===== src/sv/lsm_pkg.sv =====
package lsm_pkg;

  // Pattern register file: two 64-bit words hold up to 16 bytes
  localparam int unsigned REG_BYTES   = 16;
  localparam int unsigned LEN_W       = 5;
  localparam int unsigned LINE_W      = 32;
  localparam int unsigned CFG_IDX_W   = 8;
  localparam int unsigned CFG_DATA_W  = 64;
  localparam int unsigned MAX_PATTERN_DEFAULT = 16;

  localparam logic [7:0] NEWLINE   = 8'd10;
  localparam logic [7:0] UPPER_A   = 8'd65;
  localparam logic [7:0] UPPER_Z   = 8'd90;
  localparam logic [7:0] CASE_OFFS = 8'd32;

  typedef logic [7:0]        byte_t;
  typedef logic [LINE_W-1:0] line_num_t;

  typedef enum logic [CFG_IDX_W-1:0] {
    CFG_PATTERN_LOW    = 8'd0,
    CFG_PATTERN_HIGH   = 8'd1,
    CFG_PATTERN_LENGTH = 8'd2,
    CFG_IGNORE_CASE    = 8'd3
  } cfg_index_t;

  // Control shared by every cell of the window row
  typedef struct packed {
    logic shift;
    logic clear;
    logic ignore_case;
  } cell_ctrl_t;

  function automatic byte_t fold(input byte_t c, input logic ic);
    if (ic && c >= UPPER_A && c <= UPPER_Z) begin
      return c + CASE_OFFS;
    end
    return c;
  endfunction

endpackage


===== src/sv/lsm_if.sv =====
interface lsm_text_if;
  import lsm_pkg::*;
  logic  valid;
  logic  ready;
  byte_t text_byte;
  logic  end_of_text;
  modport source (output valid, output text_byte, output end_of_text, input ready);
  modport sink   (input valid, input text_byte, input end_of_text, output ready);
endinterface

interface lsm_result_if;
  import lsm_pkg::*;
  logic      valid;
  logic      ready;
  line_num_t line_id;
  logic      line_matched;
  logic      final_line;
  logic      any_matched;
  modport source (output valid, output line_id, output line_matched,
                  output final_line, output any_matched, input ready);
  modport sink   (input valid, input line_id, input line_matched,
                  input final_line, input any_matched, output ready);
endinterface

interface lsm_cfg_if;
  import lsm_pkg::*;
  logic                  valid;
  logic                  ready;
  logic [CFG_IDX_W-1:0]  index;
  logic [CFG_DATA_W-1:0] data;
  modport source (output valid, output index, output data, input ready);
  modport sink   (input valid, input index, input data, output ready);
endinterface


===== src/sv/lsm_cell.sv =====
module lsm_cell (
  input  logic               clk,
  input  logic               rst,
  input  lsm_pkg::cell_ctrl_t ctrl,
  input  lsm_pkg::byte_t     byte_in,
  input  logic               valid_in,
  input  lsm_pkg::byte_t     pat_byte,
  input  logic               in_use,
  output lsm_pkg::byte_t     byte_out,
  output logic               valid_out,
  output logic               ok
);
  import lsm_pkg::*;

  byte_t data;
  logic  valid;

  // compare against the byte entering this position on this shift
  assign ok = !in_use ||
              (valid_in && (fold(byte_in, ctrl.ignore_case) ==
                            fold(pat_byte, ctrl.ignore_case)));

  always_ff @(posedge clk) begin
    if (ctrl.shift) begin
      data <= byte_in;
    end
  end

  always_ff @(posedge clk) begin
    if (rst) begin
      valid <= 1'b0;
    end else if (ctrl.shift) begin
      valid <= ctrl.clear ? 1'b0 : valid_in;
    end
  end

  assign byte_out  = data;
  assign valid_out = valid;

endmodule


===== src/sv/line_substring_matcher_core.sv =====
// Per-line substring search. One text byte is taken per clock, every clock,
// as long as the result register is free or being drained in the same cycle;
// the row of window cells shifts the new byte in and compares the whole
// window against the pattern in that same cycle. A result item leaves for
// every newline byte (the newline is part of its line) and for the byte
// flagged end_of_text; it is held in a single output register, so text
// stalls while a result waits unaccepted. Pattern, length and case folding
// are written over the configuration channel (index 0 low pattern word,
// 1 high word, 2 length, 3 ignore_case); it is always ready. Lengths beyond
// the cell count are clipped; zero matches every line. No start-up pass is
// needed after reset.
module line_substring_matcher_core #(
  parameter int unsigned MAX_PATTERN = lsm_pkg::MAX_PATTERN_DEFAULT
) (
  input  logic clk,
  input  logic rst,
  lsm_text_if.sink     text,
  lsm_result_if.source result,
  lsm_cfg_if.sink      cfg
);
  import lsm_pkg::*;

  // cells actually compared: the pattern registers hold at most REG_BYTES
  localparam int unsigned CELLS = (MAX_PATTERN < REG_BYTES) ? MAX_PATTERN : REG_BYTES;

  // ---------------- configuration registers ----------------
  logic [CFG_DATA_W-1:0] pattern_low;
  logic [CFG_DATA_W-1:0] pattern_high;
  logic [LEN_W-1:0]      pattern_length;
  logic                  ignore_case;

  assign cfg.ready = 1'b1;

  always_ff @(posedge clk) begin
    if (rst) begin
      pattern_low    <= '0;
      pattern_high   <= '0;
      pattern_length <= '0;
      ignore_case    <= 1'b0;
    end else if (cfg.valid) begin
      unique case (cfg.index)
        CFG_PATTERN_LOW:    pattern_low    <= cfg.data;
        CFG_PATTERN_HIGH:   pattern_high   <= cfg.data;
        CFG_PATTERN_LENGTH: pattern_length <= cfg.data[LEN_W-1:0];
        CFG_IGNORE_CASE:    ignore_case    <= cfg.data[0];
        default: ;
      endcase
    end
  end

  // effective length, clipped to the cell count
  logic [LEN_W-1:0] eff_len;
  assign eff_len = (pattern_length > LEN_W'(CELLS)) ? LEN_W'(CELLS) : pattern_length;

  // pattern as bytes, byte 0 first
  byte_t pat [REG_BYTES];
  always_comb begin
    for (int k = 0; k < REG_BYTES / 2; k++) begin
      pat[k]                 = pattern_low[8*k +: 8];
      pat[k + REG_BYTES / 2] = pattern_high[8*k +: 8];
    end
  end

  // ---------------- handshake and line control ----------------
  logic in_acc;
  logic line_end;
  logic out_valid;

  assign text.ready = !out_valid || result.ready;
  assign in_acc     = text.valid && text.ready;
  assign line_end   = (text.text_byte == NEWLINE) || text.end_of_text;

  cell_ctrl_t ctrl;
  assign ctrl.shift       = in_acc;
  assign ctrl.clear       = line_end;
  assign ctrl.ignore_case = ignore_case;

  // ---------------- window cell row ----------------
  // cell 0 holds the newest byte; valid bits mark how much of the line is in
  byte_t      cell_byte  [CELLS];
  logic       cell_valid [CELLS];
  logic [CELLS-1:0] cell_ok;

  genvar i;
  generate
    for (i = 0; i < CELLS; i++) begin : g_cell
      byte_t            byte_in;
      logic             valid_in;
      logic [LEN_W-2:0] pat_pos;
      logic             in_use;

      if (i == 0) begin : g_head
        assign byte_in  = text.text_byte;
        assign valid_in = 1'b1;
      end else begin : g_body
        assign byte_in  = cell_byte[i-1];
        assign valid_in = cell_valid[i-1];
      end

      // window position i lines up with pattern byte eff_len-1-i
      assign in_use  = LEN_W'(i) < eff_len;
      assign pat_pos = (LEN_W-1)'(eff_len - LEN_W'(1) - LEN_W'(i));

      lsm_cell u_cell (
        .clk      (clk),
        .rst      (rst),
        .ctrl     (ctrl),
        .byte_in  (byte_in),
        .valid_in (valid_in),
        .pat_byte (pat[pat_pos]),
        .in_use   (in_use),
        .byte_out (cell_byte[i]),
        .valid_out(cell_valid[i]),
        .ok       (cell_ok[i])
      );
    end
  endgenerate

  // ---------------- per-line and per-text state ----------------
  logic      hit_in_line;
  logic      hit_anywhere;
  line_num_t current_line;
  logic      line_hit;
  logic      any_hit;

  assign line_hit = hit_in_line || (&cell_ok);
  assign any_hit  = hit_anywhere || line_hit;

  always_ff @(posedge clk) begin
    if (rst) begin
      hit_in_line  <= 1'b0;
      hit_anywhere <= 1'b0;
      current_line <= line_num_t'(1);
    end else if (in_acc) begin
      if (text.end_of_text) begin
        hit_in_line  <= 1'b0;
        hit_anywhere <= 1'b0;
        current_line <= line_num_t'(1);
      end else if (line_end) begin
        hit_in_line  <= 1'b0;
        hit_anywhere <= any_hit;
        if (current_line != '1) begin
          current_line <= current_line + line_num_t'(1);
        end
      end else begin
        hit_in_line <= line_hit;
      end
    end
  end

  // ---------------- result register ----------------
  line_num_t out_line;
  logic      out_matched;
  logic      out_final;
  logic      out_any;

  always_ff @(posedge clk) begin
    if (rst) begin
      out_valid <= 1'b0;
    end else if (in_acc && line_end) begin
      out_valid <= 1'b1;
    end else if (result.ready) begin
      out_valid <= 1'b0;
    end
  end

  always_ff @(posedge clk) begin
    if (in_acc && line_end) begin
      out_line    <= current_line;
      out_matched <= line_hit;
      out_final   <= text.end_of_text;
      out_any     <= any_hit;
    end
  end

  assign result.valid        = out_valid;
  assign result.line_id      = out_line;
  assign result.line_matched = out_matched;
  assign result.final_line   = out_final;
  assign result.any_matched  = out_any;

endmodule


===== src/flat_wrapper.sv =====
// flat-port wrapper written by rule: the top's interface ports become plain ports
module line_substring_matcher_core_flat import lsm_pkg::*;
#(
  parameter int unsigned MAX_PATTERN = lsm_pkg::MAX_PATTERN_DEFAULT
)
  (clk, rst, text_valid, text_text_byte, text_end_of_text, text_ready, result_valid, result_line_id, result_line_matched, result_final_line, result_any_matched, result_ready, cfg_valid, cfg_index, cfg_data, cfg_ready);
  lsm_text_if text_i ();
  lsm_result_if result_i ();
  lsm_cfg_if cfg_i ();
  input  logic clk;
  input  logic rst;
  input wire logic [$bits(text_i.valid)-1:0] text_valid;
  input wire logic [$bits(text_i.text_byte)-1:0] text_text_byte;
  input wire logic [$bits(text_i.end_of_text)-1:0] text_end_of_text;
  output wire logic [$bits(text_i.ready)-1:0] text_ready;
  output wire logic [$bits(result_i.valid)-1:0] result_valid;
  output wire logic [$bits(result_i.line_id)-1:0] result_line_id;
  output wire logic [$bits(result_i.line_matched)-1:0] result_line_matched;
  output wire logic [$bits(result_i.final_line)-1:0] result_final_line;
  output wire logic [$bits(result_i.any_matched)-1:0] result_any_matched;
  input wire logic [$bits(result_i.ready)-1:0] result_ready;
  input wire logic [$bits(cfg_i.valid)-1:0] cfg_valid;
  input wire logic [$bits(cfg_i.index)-1:0] cfg_index;
  input wire logic [$bits(cfg_i.data)-1:0] cfg_data;
  output wire logic [$bits(cfg_i.ready)-1:0] cfg_ready;
  assign text_i.valid = text_valid;
  assign text_i.text_byte = text_text_byte;
  assign text_i.end_of_text = text_end_of_text;
  assign text_ready = text_i.ready;
  assign result_valid = result_i.valid;
  assign result_line_id = result_i.line_id;
  assign result_line_matched = result_i.line_matched;
  assign result_final_line = result_i.final_line;
  assign result_any_matched = result_i.any_matched;
  assign result_i.ready = result_ready;
  assign cfg_i.valid = cfg_valid;
  assign cfg_i.index = cfg_index;
  assign cfg_i.data = cfg_data;
  assign cfg_ready = cfg_i.ready;
  line_substring_matcher_core #(.MAX_PATTERN(MAX_PATTERN)) u_core (.clk(clk), .rst(rst), .text(text_i), .result(result_i), .cfg(cfg_i));
endmodule

===== config.mk =====
export PLATFORM = sky130hd
export DESIGN_NAME = line_substring_matcher_core_flat
export DESIGN_NICKNAME = d
export VERILOG_FILES = /design/src/sv/lsm_pkg.sv /design/src/sv/lsm_if.sv /design/src/sv/lsm_cell.sv /design/src/sv/line_substring_matcher_core.sv /design/src/flat_wrapper.sv
export SDC_FILE = /design/constraint.sdc
export NUM_CORES = 1
export LEC_CHECK = 0
export BUFFER_PORTS_ARGS = -buffer_cell sky130_fd_sc_hd__buf_2
export CELL_PAD_IN_SITES_DETAIL_PLACEMENT = 1
export CELL_PAD_IN_SITES_GLOBAL_PLACEMENT = 2
export CORE_ASPECT_RATIO = 1.4
export CORE_MARGIN = 4
export CORE_UTILIZATION = 40
export CTS_CLUSTER_DIAMETER = 30
export CTS_CLUSTER_SIZE = 10
export DETAILED_ROUTE_END_ITERATION = 7
export PLACE_DENSITY = 0.8
export SLEW_MARGIN = 15
export SYNTH_ARGS = -nofsm -noshare
export SYNTH_HDL_FRONTEND = slang
export SYNTH_SLANG_ARGS = --single-unit

===== constraint.sdc =====
create_clock -name clk -period 7.1 [get_ports clk]
set_input_delay 0.71 -clock clk [delete_from_list [all_inputs] [get_ports clk]]
set_output_delay 0.71 -clock clk [all_outputs]
set_load 0.01 [all_outputs]

==> out/results.ini <==
[status]
status = complete, no violations

[global_route]
track_usage_pct = 35.27
grt-ovfl-total = 0
grtUsageMet3_pct = 6.662
grt_pass1_vias = 23197
grt_busiest_layer = met2
grt_first_pass_wirelength_mm = 166.8
grt_util_met2_pct = 59.52
use_met1_pct = 40.25
grt_max_degree = 100
antenna_found_initial = 5

[worst_setup_path]
path_cells = nor2b_4 -> clkinv_1 -> ha_2 -> buf_4 -> mux2i_1 -> o22a_1 -> o211ai_1 -> o21ai_0 -> xnor2_1 -> nor4_1 -> nand3_1 -> o31ai_1 -> a32oi_1 -> o31ai_1 -> buf_4 -> a41oi_1 -> nor3_2
cp-endpoint = u_core.hit_in_line
cp.arrival_ps = 6720
cp_top_family = compound AO/OA/AOI/OAI gates
crit_fanout = 45
r2r-start = u_core.pattern_length[1]
critPathMaxStageDelay_ps = 750
critPathLaunchType = register
reg2reg_slack_ps = 920
crit_slowest_cell = dfxtp_4
cp.depth = 17
end_kind = register
startpoint = u_core.pattern_length[1]
critPathBufInv = 3
cp.required_ps = 7640
path_class = reg -> reg
r2r_cells = 17
r2r_end = u_core.hit_in_line

[die]
rows = 106
die_y_um = 299.0
core-area_um2 = 59810
ios = 124
initial_core_util_pct = 40.44
die_x_um = 215.8
die_area_um2 = 64520

[power_and_ir_drop]
pwr-share-seq_pct = 39.3
powerDensity_nw_per_um2 = 200.7
combPwrFrac_pct = 4.5
p_sw_share_pct = 24.60
internal-power_mw = 4.227
p_switching_mw = 1.379
finalPower_mw = 5.606
ir_worst_vdd_v = 0.0002201
p_leak_nw = 10.10
clkPwrFrac_pct = 56.2

[logic_synthesis]
syn_area_um2 = 24190
synth_edf_count = 155
synth_seq_cells = 339
syn_avg_cell_area_um2 = 9.393
synthCells = 2575
yosysSeqAreaShare_pct = 34.47
syn-num-nets = 2696
synthArstFlopShare_pct = 0
synth.distinct_cells = 100
synth_flop_cell = dfxtp_1
ys_warn_count = 0

[sta]
slew_violations = 0
layout_setup_ws_ps = 924.3
setup_violations = 0
hold_viol_final = 0
finalCritPeriodShare_pct = 86.98
fmax_ghz = 0.1619
slew_headroom_pct = 27.57
worst_pin_slew_ps = 1086
tns_ps = 0
rsz0062_at_grt = false
min_period_ps = 6176
finClkSkew_ps = 49.02

[clock_network]
h-tree-depth = 3
hold_buffers = 0
insertion_delay_ps = 620
cts_buffers = 68
root_buffer = clkbuf_16
cts_tree = built
cts.sinks = 339
clockBufferDepth = 3
postCtsSetupRepairBufs = 0
clkTransAtPathRegs_ps = 50
cts.repair.resized = 0

[detailed_routing]
drtAntennaViolNets = 0
dr.pass1.iters = 5
vias = 22560
drt_iter0_markers = 1831
wl_per_cell_um = 32.91
postRouteWirelength_mm = 116.6
routed_via_density = 6.367
drc = 0

[layout]
nFillCells = 6806
drive_above_1_share_pct = 17.77
seqCellArea_um2 = 8342
final_nets = 2795
area_growth_pct = 15.51
multi_input_area_um2 = 15010

[placement]
place_congestion = 1.026
portBuffers = 122
post-place-ws_ps = 1075
dp_hpwl_mm = 92.06

[job]
max_cap_violations = 0

[worst_hold_path]
min-delay-path-class = in -> reg

per-stage QoR:
| step | hold WS [ps] | area, µm² | std cells | util, % |
|---|---|---|---|---|
| 3_3_place_gp | 429.0 | 25630 | 3414 | 42.85 |
| 4_1_cts | 299.3 | 27920 | 3540 | 46.68 |
| 2_1_floorplan | 408.2 | 24190 | 2575 | - |
| 6_report | 326.8 | 27940 | 3543 | 46.71 |
| 3_5_place_dp | 433.9 | 25630 | 3414 | 42.85 |
| 5_1_grt | 307.4 | 27930 | 3540 | 46.70 |
Yosys cell counts (19+ instances only):
| cell type | n | share of area, % |
|---|---|---|
| nand2_1 | 434 | 6.7 |
| mux2i_1 | 269 | 11 |
| a21oi_1 | 230 | 4.8 |
| dfxtp_1 | 184 | 15 |
| edfxtp_1 | 155 | 19 |
| nor2_1 | 131 | 2.0 |
| nand3_1 | 109 | 2.3 |
| mux4_2 | 106 | 9.9 |
| xnor2_1 | 86 | 3.1 |
| clkbuf_1 | 80 | 1.2 |
| o21ai_0 | 71 | 1.5 |
| xor2_1 | 66 | 2.4 |
| buf_2 | 48 | 0.99 |
| nor3_1 | 46 | 0.95 |
| inv_1 | 37 | 0.57 |
| ha_1 | 35 | 1.8 |
| mux2_2 | 30 | 1.4 |
| nor4_1 | 28 | 0.72 |
| or3_1 | 27 | 0.70 |
| a31oi_1 | 26 | 0.67 |
| a22oi_1 | 23 | 0.71 |
| nand4_1 | 23 | 0.59 |
| and3_1 | 19 | 0.49 |
how the worst min path moves through the flow:
stage,from,end,slack (ps),depth (start not counted)
4_1_cts,text_text_byte[7],u_core.g_cell[0].u_cell.byte_out[7],300,1
3_3_place_gp,u_core.current_line[19],u_core.result.line_id[19],430,0
6_report,text_text_byte[7],u_core.g_cell[0].u_cell.byte_out[7],330,1
5_1_grt,text_text_byte[7],u_core.g_cell[0].u_cell.byte_out[7],310,1
2_1_floorplan,u_core.current_line[19],u_core.result.line_id[19],410,0
3_5_place_dp,u_core.current_line[19],u_core.result.line_id[19],430,0
cell families (layout without fill, tap and decap cells):
family / count (synthesis) / count (layout) / share of synthesized area (%)
and+or+nand+nor: 917 / 917 / 17.69
buffers and inverters: 198 / 353 / 3.833
DFF: 339 / 339 / 34.47
xor gates and xnor gates: 157 / 157 / 5.959
adders and majority gates: 35 / 35 / 1.811
muxes: 405 / 405 / 22.40
other: 1 / 4 / 0.01550
AOI/OAI and AO/OA: 523 / 523 / 13.82
cell type report:
class                           count  share of cell area [%]
Timing Repair Buffer              188                   4.013
Inverter                           39                  0.5509
Antenna cell                        3                 0.02687
Sequential cell                   339                   29.86
Multi-Input combinational cell   2038                   53.71
Clock inverter                     40                   1.590
Tap cell                          810                   3.628
Clock buffer                       86                   6.624
flip-flops by register name, summed over array words and instances, names as in the netlist:
signal,count
u_core.pattern_low,64
u_core.hit_anywhere,1
u_core.result.any_matched,1
u_core.result.line_matched,1
u_core.g_cell.u_cell.valid_out,15
u_core.current_line,32
u_core.result.valid,1
u_core.g_cell.u_cell.byte_out,120
u_core.pattern_high,64
u_core.result.final_line,1
u_core.result.line_id,32
u_core.pattern_length,5
u_core.ignore_case,1
u_core.hit_in_line,1
routing by layer:
metal | vias to the layer above | share of wire (%)
met3 | 371 | 5.6
met2 | 844 | 49
met5 | - | 0.033
li1 | 9837 | -
met4 | 6 | 8.6
met1 | 11502 | 37
cell usage in the layout (no fill, tap or decap), types with 25 or more instances in the layout:
cell type  synthesis  layout
nand3_1          109     109
ha_1              35      34
xor2_1            66      66
buf_2             48     121
xnor2_1           86      83
nor3_1            46      46
buf_4             11      66
nor2_1           131     130
clkbuf_16          0      69
nand2_1          434     434
a21oi_1          230     230
dfxtp_1          184     183
nor4_1            28      28
or3_1             27      27
mux4_2           106     106
mux2i_1          269     268
inv_1             37      35
o21ai_0           71      71
a31oi_1           26      25
edfxtp_1         155     155
mux2_2            30      30
power groups by stage:
stage	clock network (mW)	logic [mW]	registers (mW)
detailed placement	0	0.250	2.24
CTS	3.20	0.252	2.20
global placement	0	0.240	2.23
finish	3.15	0.252	2.20
global route	3.32	0.274	2.20
floorplan	0	0.144	2.20
worst register-to-register path, cell delays in order, from the launching register on:
cell,delay [ps]
dfxtp_4,750
nor2b_4,300
clkinv_1,120
ha_2,360
buf_4,590
mux2i_1,630
o22a_1,280
o211ai_1,150
o21ai_0,690
xnor2_1,160
nor4_1,330
nand3_1,270
o31ai_1,450
a32oi_1,190
o31ai_1,370
buf_4,190
a41oi_1,140
nor3_2,150
(Power assumes the default switching activity.)
